[config.mk]
export PLATFORM = sky130hd
export DESIGN_NAME = shared_solenoid_pulse_driver_flat
export DESIGN_NICKNAME = d
export VERILOG_FILES = /design/src/design/sspd_pkg.sv /design/src/design/sspd_chan_if.sv /design/src/design/sspd_ram.sv /design/src/design/shared_solenoid_pulse_driver.sv /design/src/flat_wrapper.sv
export SDC_FILE = /design/constraint.sdc
export NUM_CORES = 1
export LEC_CHECK = 0
export BUFFER_PORTS_ARGS = -buffer_cell sky130_fd_sc_hd__buf_4
export CELL_PAD_IN_SITES_DETAIL_PLACEMENT = 0
export CELL_PAD_IN_SITES_GLOBAL_PLACEMENT = 1
export CORE_AREA = 2 2 39 41
export DETAILED_ROUTE_END_ITERATION = 7
export DIE_AREA = 0 0 41 43
export PLACE_DENSITY = 0.57
export SLEW_MARGIN = 20
export SYNTH_ARGS = -nofsm -noshare
export SYNTH_HDL_FRONTEND = slang
export SYNTH_SLANG_ARGS = --single-unit
[constraint.sdc]
create_clock -name clock -period 2.1 [get_ports clock]
set_input_delay 0.63 -clock clock [delete_from_list [all_inputs] [get_ports clock]]
set_output_delay 0.63 -clock clock [all_outputs]
set_load 0.005 [all_outputs]
[src/design/sspd_pkg.sv]
// sspd_pkg: shared types and constants of the shared solenoid pulse driver
// holds the request/response payload structs, kind codes and queue entry type
// no dependencies
package sspd_pkg;

   localparam int QUEUE_DEPTH = 8;
   localparam int NUM_COILS   = 32;

   localparam logic [7:0] STROBE_RESET = 8'h01;

   localparam logic [2:0] KIND_REQUEST     = 3'd0;
   localparam logic [2:0] KIND_TICK        = 3'd1;
   localparam logic [2:0] KIND_DISPATCH    = 3'd2;
   localparam logic [2:0] KIND_MOD_DUTY    = 3'd3;
   localparam logic [2:0] KIND_MOD_TIMEOUT = 3'd4;

   typedef struct packed {
      logic [2:0] kind;
      logic [4:0] coil;
      logic [7:0] duty_bits;
      logic [7:0] time_ms;
      logic       invert;
   } req_type;

   typedef struct packed {
      logic       drive_write;
      logic [4:0] drive_coil;
      logic       drive_level;
      logic       pulse_done;
      logic       started;
      logic       dropped;
      logic       busy_res;
   } rsp_type;

   typedef struct packed {
      logic [4:0] coil;
      logic [7:0] duty;
      logic [7:0] time_ms;
      logic       invert;
   } entry_type;

   localparam int ENTRY_WIDTH = $bits(entry_type);

   // pulse length in ticks of 4 ms
   function automatic logic [5:0] ms_to_ticks(input logic [7:0] time_ms);
      return time_ms[7:2];
   endfunction

endpackage

[src/design/sspd_chan_if.sv]
// sspd_chan_if: valid/ready channel carrying one payload per transfer
// payload type is set per instance; used with sspd_pkg::req_type and rsp_type
// no dependencies
interface sspd_chan_if #(
   parameter type payload_type = logic
);
   logic        valid;
   logic        ready;
   payload_type payload;

   modport source (output valid, output payload, input ready);
   modport sink   (input valid, input payload, output ready);
endinterface

[src/design/sspd_ram.sv]
// sspd_ram: generic single write port, single read port ram with registered read
// read returns the old contents when the same address is written in that cycle
// no dependencies
module sspd_ram #(
   parameter int WIDTH = 8,
   parameter int DEPTH = 8
) (
   input  logic                     clock,
   input  logic                     wr_en,
   input  logic [$clog2(DEPTH)-1:0] wr_addr,
   input  logic [WIDTH-1:0]         wr_data,
   input  logic [$clog2(DEPTH)-1:0] rd_addr,
   output logic [WIDTH-1:0]         rd_data
);

   logic [WIDTH-1:0] mem_ff [DEPTH];
   logic [WIDTH-1:0] rd_data_ff;

   always_ff @(posedge clock) begin
      if (wr_en) begin
         mem_ff[wr_addr] <= wr_data;
      end
      rd_data_ff <= mem_ff[rd_addr];
   end

   assign rd_data = rd_data_ff;

endmodule

[src/design/shared_solenoid_pulse_driver.sv]
// shared_solenoid_pulse_driver: one-at-a-time coil pulse driver with request queue
// depends on sspd_pkg, sspd_chan_if and sspd_ram
//
// usage
//   req_ch carries one item per transfer: a request, a 4 ms tick, a dispatch
//   poll, or a duty / timeout modify. every item yields exactly one response
//   on rsp_ch, in order.
//   requests that arrive while a pulse runs wait in a queue of QUEUE_DEPTH
//   entries held in a ram; a full queue drops the request and flags it.
//   a dispatch poll starts the oldest queued request when no pulse runs.
//   the response is registered and waits in the output buffer while rsp_ch stalls.
//   throughput: one item per cycle while req_ch.ready is high, set by the single
//   state update per cycle and the one ram read of the queue head, which is
//   fetched ahead and forwarded when written in the same cycle.
//   a two-entry output buffer keeps req_ch.ready high while one response
//   waits; ready drops only when both entries are full.
//   reset clears the pulse state, the strobe to bit 0 and the queue pointers;
//   queue contents are not cleared and need no clearing pass.
module shared_solenoid_pulse_driver #(
   parameter int QUEUE_DEPTH = sspd_pkg::QUEUE_DEPTH
) (
   input  logic         clock,
   input  logic         reset,
   sspd_chan_if.sink    req_ch,
   sspd_chan_if.source  rsp_ch
);

   localparam int PTR_W = $clog2(QUEUE_DEPTH);
   localparam int CNT_W = $clog2(QUEUE_DEPTH + 1);
   localparam logic [PTR_W-1:0] PTR_LAST = PTR_W'(QUEUE_DEPTH - 1);
   localparam logic [CNT_W-1:0] CNT_FULL = CNT_W'(QUEUE_DEPTH);

   sspd_pkg::req_type   req;
   sspd_pkg::rsp_type   rsp_new;
   sspd_pkg::entry_type new_entry;
   sspd_pkg::entry_type head_entry;
   logic [sspd_pkg::ENTRY_WIDTH-1:0] ram_rd_data;

   logic [5:0]       ticks_ff, ticks_in;
   logic [7:0]       duty_ff, duty_in;
   logic [4:0]       coil_ff, coil_in;
   logic             invert_ff, invert_in;
   logic [7:0]       strobe_ff, strobe_in;
   logic [PTR_W-1:0] head_ff, head_in;
   logic [PTR_W-1:0] tail_ff, tail_in;
   logic [CNT_W-1:0] count_ff, count_in;

   logic                fwd_valid_ff;
   sspd_pkg::entry_type fwd_data_ff;

   logic                out_valid_ff, skid_valid_ff;
   sspd_pkg::rsp_type   out_data_ff, skid_data_ff;

   logic       accept, pop;
   logic       wr_en;
   logic [5:0] ticks_dec;
   logic       coil_ok;

   assign req     = req_ch.payload;
   assign accept  = req_ch.valid && req_ch.ready;
   assign pop     = out_valid_ff && rsp_ch.ready;
   assign coil_ok = 32'(req.coil) < sspd_pkg::NUM_COILS;

   assign new_entry.coil    = req.coil;
   assign new_entry.duty    = req.duty_bits;
   assign new_entry.time_ms = req.time_ms;
   assign new_entry.invert  = req.invert;

   assign head_entry = fwd_valid_ff ? fwd_data_ff : sspd_pkg::entry_type'(ram_rd_data);
   assign ticks_dec  = ticks_ff - 6'd1;

   // pulse and queue state update, and the response for each item
   always_comb begin
      ticks_in  = ticks_ff;
      duty_in   = duty_ff;
      coil_in   = coil_ff;
      invert_in = invert_ff;
      strobe_in = strobe_ff;
      head_in   = head_ff;
      tail_in   = tail_ff;
      count_in  = count_ff;
      wr_en     = 1'b0;
      rsp_new   = '0;
      if (accept) begin
         case (req.kind)
            sspd_pkg::KIND_REQUEST: begin
               if (coil_ok) begin
                  if (ticks_ff == 6'd0) begin
                     coil_in         = req.coil;
                     duty_in         = req.duty_bits;
                     invert_in       = req.invert;
                     ticks_in        = sspd_pkg::ms_to_ticks(req.time_ms);
                     rsp_new.started = 1'b1;
                  end else if (count_ff != CNT_FULL) begin
                     wr_en    = 1'b1;
                     tail_in  = (tail_ff == PTR_LAST) ? '0 : tail_ff + 1'b1;
                     count_in = count_ff + 1'b1;
                  end else begin
                     rsp_new.dropped = 1'b1;
                  end
               end
            end
            sspd_pkg::KIND_TICK: begin
               if (ticks_ff != 6'd0) begin
                  ticks_in            = ticks_dec;
                  rsp_new.drive_write = 1'b1;
                  rsp_new.drive_coil  = coil_ff;
                  rsp_new.drive_level = ((ticks_dec != 6'd0) && ((duty_ff & strobe_ff) != 8'd0))
                                        ^ invert_ff;
                  if (ticks_dec == 6'd0) begin
                     duty_in            = 8'd0;
                     rsp_new.pulse_done = 1'b1;
                  end
               end
               strobe_in = {strobe_ff[6:0], strobe_ff[7]};
            end
            sspd_pkg::KIND_DISPATCH: begin
               if (ticks_ff == 6'd0 && count_ff != '0) begin
                  head_in         = (head_ff == PTR_LAST) ? '0 : head_ff + 1'b1;
                  count_in        = count_ff - 1'b1;
                  coil_in         = head_entry.coil;
                  duty_in         = head_entry.duty;
                  invert_in       = head_entry.invert;
                  ticks_in        = sspd_pkg::ms_to_ticks(head_entry.time_ms);
                  rsp_new.started = 1'b1;
               end
            end
            sspd_pkg::KIND_MOD_DUTY: begin
               duty_in = req.duty_bits;
            end
            sspd_pkg::KIND_MOD_TIMEOUT: begin
               ticks_in = sspd_pkg::ms_to_ticks(req.time_ms);
            end
            default: begin
            end
         endcase
      end
      rsp_new.busy_res = ticks_in != 6'd0;
   end

   sspd_ram #(
      .WIDTH (sspd_pkg::ENTRY_WIDTH),
      .DEPTH (QUEUE_DEPTH)
   ) u_queue (
      .clock   (clock),
      .wr_en   (wr_en),
      .wr_addr (tail_ff),
      .wr_data (new_entry),
      .rd_addr (head_in),
      .rd_data (ram_rd_data)
   );

   always_ff @(posedge clock) begin
      if (reset) begin
         ticks_ff     <= '0;
         duty_ff      <= '0;
         coil_ff      <= '0;
         invert_ff    <= 1'b0;
         strobe_ff    <= sspd_pkg::STROBE_RESET;
         head_ff      <= '0;
         tail_ff      <= '0;
         count_ff     <= '0;
         fwd_valid_ff <= 1'b0;
      end else begin
         ticks_ff     <= ticks_in;
         duty_ff      <= duty_in;
         coil_ff      <= coil_in;
         invert_ff    <= invert_in;
         strobe_ff    <= strobe_in;
         head_ff      <= head_in;
         tail_ff      <= tail_in;
         count_ff     <= count_in;
         // head entry written this cycle: ram read returns the old data
         fwd_valid_ff <= wr_en && (tail_ff == head_in);
      end
      fwd_data_ff <= new_entry;
   end

   // two-entry output buffer
   always_ff @(posedge clock) begin
      if (reset) begin
         out_valid_ff  <= 1'b0;
         skid_valid_ff <= 1'b0;
      end else begin
         if (!out_valid_ff) begin
            out_valid_ff <= accept;
         end else if (pop) begin
            if (skid_valid_ff) begin
               skid_valid_ff <= accept;
            end else begin
               out_valid_ff <= accept;
            end
         end else if (accept) begin
            skid_valid_ff <= 1'b1;
         end
      end
      if (!out_valid_ff || (pop && !skid_valid_ff)) begin
         out_data_ff <= rsp_new;
      end else if (pop) begin
         out_data_ff  <= skid_data_ff;
         skid_data_ff <= rsp_new;
      end else if (accept) begin
         skid_data_ff <= rsp_new;
      end
   end

   assign req_ch.ready   = !skid_valid_ff;
   assign rsp_ch.valid   = out_valid_ff;
   assign rsp_ch.payload = out_data_ff;

`ifndef SYNTHESIS
   a_count_bound: assert property (@(posedge clock) disable iff (reset)
      count_ff <= CNT_FULL)
      else $error("queue count above depth");

   a_skid_order: assert property (@(posedge clock) disable iff (reset)
      skid_valid_ff |-> out_valid_ff)
      else $error("skid entry held with empty output register");

   a_done_writes: assert property (@(posedge clock) disable iff (reset)
      (rsp_ch.valid && rsp_ch.payload.pulse_done) |->
         (rsp_ch.payload.drive_write && !rsp_ch.payload.busy_res))
      else $error("pulse done without a final coil write");

   a_strobe_onehot: assert property (@(posedge clock) disable iff (reset)
      $onehot(strobe_ff))
      else $error("strobe lost its single bit");
`endif

endmodule
[src/flat_wrapper.sv]
// flat-port wrapper written by rule: the top's interface ports become plain ports
module shared_solenoid_pulse_driver_flat 
#(
   parameter int QUEUE_DEPTH = sspd_pkg::QUEUE_DEPTH
)
  (clock, reset, req_ch_valid, req_ch_payload, req_ch_ready, rsp_ch_valid, rsp_ch_payload, rsp_ch_ready);
  sspd_chan_if req_ch_i ();
  sspd_chan_if rsp_ch_i ();
  input  logic clock;
  input  logic reset;
  input wire logic [$bits(req_ch_i.valid)-1:0] req_ch_valid;
  input wire logic [$bits(req_ch_i.payload)-1:0] req_ch_payload;
  output wire logic [$bits(req_ch_i.ready)-1:0] req_ch_ready;
  output wire logic [$bits(rsp_ch_i.valid)-1:0] rsp_ch_valid;
  output wire logic [$bits(rsp_ch_i.payload)-1:0] rsp_ch_payload;
  input wire logic [$bits(rsp_ch_i.ready)-1:0] rsp_ch_ready;
  assign req_ch_i.valid = req_ch_valid;
  assign req_ch_i.payload = req_ch_payload;
  assign req_ch_ready = req_ch_i.ready;
  assign rsp_ch_valid = rsp_ch_i.valid;
  assign rsp_ch_payload = rsp_ch_i.payload;
  assign rsp_ch_i.ready = rsp_ch_ready;
  shared_solenoid_pulse_driver #(.QUEUE_DEPTH(QUEUE_DEPTH)) u_core (.clock(clock), .reset(reset), .req_ch(req_ch_i), .rsp_ch(rsp_ch_i));
endmodule
==> results.tsv <==
stage	metric	value	unit
synth	ys_ff_latch	10	
timing	rsz0062_at_grt	false	
cells_and_area	fin_nets	47	
clock_tree	post_cts_buffers	0	
hold_path	min-delay-path-class	flip-flop to flip-flop	
synth	synth_top_family_by_area	simple AND/OR/NAND/NOR gates	
synth	synth_top_cell_by_area	dfxtp_1	
cells_and_area	finish.utilization	0.324	
placed_design	gp_congestion	0.612	
clock_tree	cts_tree	yes	
worst_setup_path	worstSetupPathType	flip-flop to output pin	
synth	synth_top_area_frac	0.462	
grt	antenna_found_initial	0	
timing	tightest_slew	0.233	ns
timing	period_minus_slack	1.50	ns
detailed_routing	drt-initial-drc-count	2	
detailed_routing	vias	239	
floorplan	die_h	43	µm
synth	ys.flop_type	dfxtp_1	
clock_tree	clockBufferDepth	2	
detailed_routing	wire_per_inst	11.2	µm
clock_tree	cts.hold.buffers_added	0	
power	power.leakage	0.000192	µW
worst_setup_path	crit_fanout	4	
detailed_routing	drt-total-wl	638	µm
floorplan	rows	14	
synth	seq_area_frac_synth	0.635	
timing	skew	0.00213	ns
floorplan	dieArea	1760	µm²
clock_tree	root_buffer	clkbuf_4	
synth	ys_top_cells_by_count	8 x dfxtp_1, 6 x nor2b_1, 4 x nand2_1	
clock_tree	clock-sinks	10	
clock_tree	clock_latency	0.27	ns
run	cap_violations	0	
cells_and_area	area_delta_synth_final	29.2	%
synth	synth_compound_area_frac	0.0866	
timing	maxSlewViolCount	0	
floorplan	fp.coreArea	1380	µm²
timing	hold_violations	0	
timing	max_slew_margin	0.844	
floorplan	die_x	41	µm
synth	synthAdderAreaFrac	0	
synth	yosys.area_share.simple	0.213	
power	cellPowerDensity	884	nW/µm²
power	power	396	µW
placed_design	dpl.hpwl	484	µm
synth	yosysMostFrequentCell	dfxtp_1	
floorplan	start_util	0.250	
synth	muxShareOfSynthArea	0.0433	
detailed_routing	post-route-drc-count	0	
grt	grt_pass1_wl	1060	µm
timing	finalSetupViolations	0	
synth	synth_edf_count	2	
clock_tree	htreeDepth	1	
synth	postSynthAreaPerCell	11.2	µm²
grt	first_global_vias	280	
worst_setup_path	worst_ep_arrival_time	0.87	ns
floorplan	ios	8	
worst_setup_path	critPathLaunchType	flip-flop	
worst_setup_path	worstPathRequired	1.47	ns
synth	synth_warnings	0	
clock_tree	numCtsBuffers	3	
synth	synth.cell_area	347	µm²
cells_and_area	layout-drive-gt1-share	0.293	
worst_setup_path	endpoint_kind	output pin	
synth	syn-num-nets	36	
clock_tree	ctsResizeCount	0	
timing	finalCritPeriodShare	0.714	
synth	synth_area_leaders	dfxtp_1 46%, edfxtp_1 17%, nor2b_1 11%	
power	irDropWorstVdd	0.000349	V
synth	synth-xor-area-share	0	
timing	tns	0	ns
synth	syn_inst	31	
grt	grt_max_degree	9	
grt	grt_overflow	0	
synth	synth.distinct_cells	13	
detailed_routing	drtAntennaViolNets	0	
synth	ys_async_sr_fraction	0	
detailed_routing	first_pass_iters	2	
timing	fmax	667	MHz
clock_tree	clkTransAtPathRegs	0.06	ns
grt	grt_usage	0.100	
detailed_routing	routed_via_density	4.19	
status	status	complete, no violations	
cells_and_area	antenna_cells	0	
placed_design	port_buffers	6	
-- report_power, final --
part           total, µW  switching (µW)  internal [µW]
registers            203            3.54            199
clock network        171            65.5            105
logic               22.5            10.6           11.8
-- per-layer routing --
| layer | vias to the layer above | global-route usage | part of all wire |
|---|---|---|---|
| li1 | 123 | - | - |
| met1 | 108 | 0.0951 | 0.40 |
| met5 | - | 0 | 0 |
| met4 | 0 | 0.100 | 0.044 |
| met2 | 5 | 0.144 | 0.52 |
| met3 | 3 | 0.0471 | 0.038 |
-- logic make-up (layout without fill, tap and decap cells) --
logic type             after synthesis  count (layout)
muxes                                1               1
and+or+nand+nor                     13              13
buffers and inverters                2              12
DFF                                 10              10
AOI/OAI and AO/OA                    5               5
-- cell type report --
type	instances	area, µm²
multi-input combinational	19	119
inverter	2	7.51
sequential	10	220
clock buffer	4	36.3
tap	16	20.0
timing repair buffer	6	45.0
fill	150	936
-- critical path, stage by stage (launching register included) --
cell and delay (ns):
dfxtp_1 0.37, inv_1 0.09, buf_4 0.14
-- final timing paths --
| kind | from | end | slack, ns | cells after the start |
|---|---|---|---|---|
| setup / recovery | u_core.skid_valid_ff | req_ch_ready | 0.60 | 2 |
| hold / removal | flip-flop | flip-flop | 0.47 | 1 |
| setup reg to reg | flip-flop | u_core.rsp_ch.payload | 0.89 | 3 |
| hold reg to reg | flip-flop | flip-flop | 0.47 | 1 |
-- cells in the final DEF (no fill, tap or decap) --
cell type	Yosys	routed
nor2b_1	6	6
mux2_4	1	1
o21ai_1	1	1
clkbuf_4	0	3
a21oi_1	2	2
a21boi_1	1	1
nand3_1	1	1
dfxtp_1	8	8
buf_4	0	6
nand2_1	4	4
inv_1	2	2
clkbuf_8	0	1
edfxtp_1	2	2
nor2_1	1	1
a211oi_1	1	1
nor4_2	1	1
-- stage by stage --
stage | std cells | setup slack, ns | hold slack [ns] | instance area (µm²)
2_1_floorplan | 31 | 0.693 | 0.439 | 347
3_3_place_gp | 53 | 0.557 | 0.457 | 412
3_5_place_dp | 53 | 0.525 | 0.459 | 412
4_1_cts | 57 | 0.592 | 0.471 | 448
5_1_grt | 57 | 0.570 | 0.474 | 448
6_report | 57 | 0.601 | 0.467 | 448
Power figures use the tool's default switching activity.
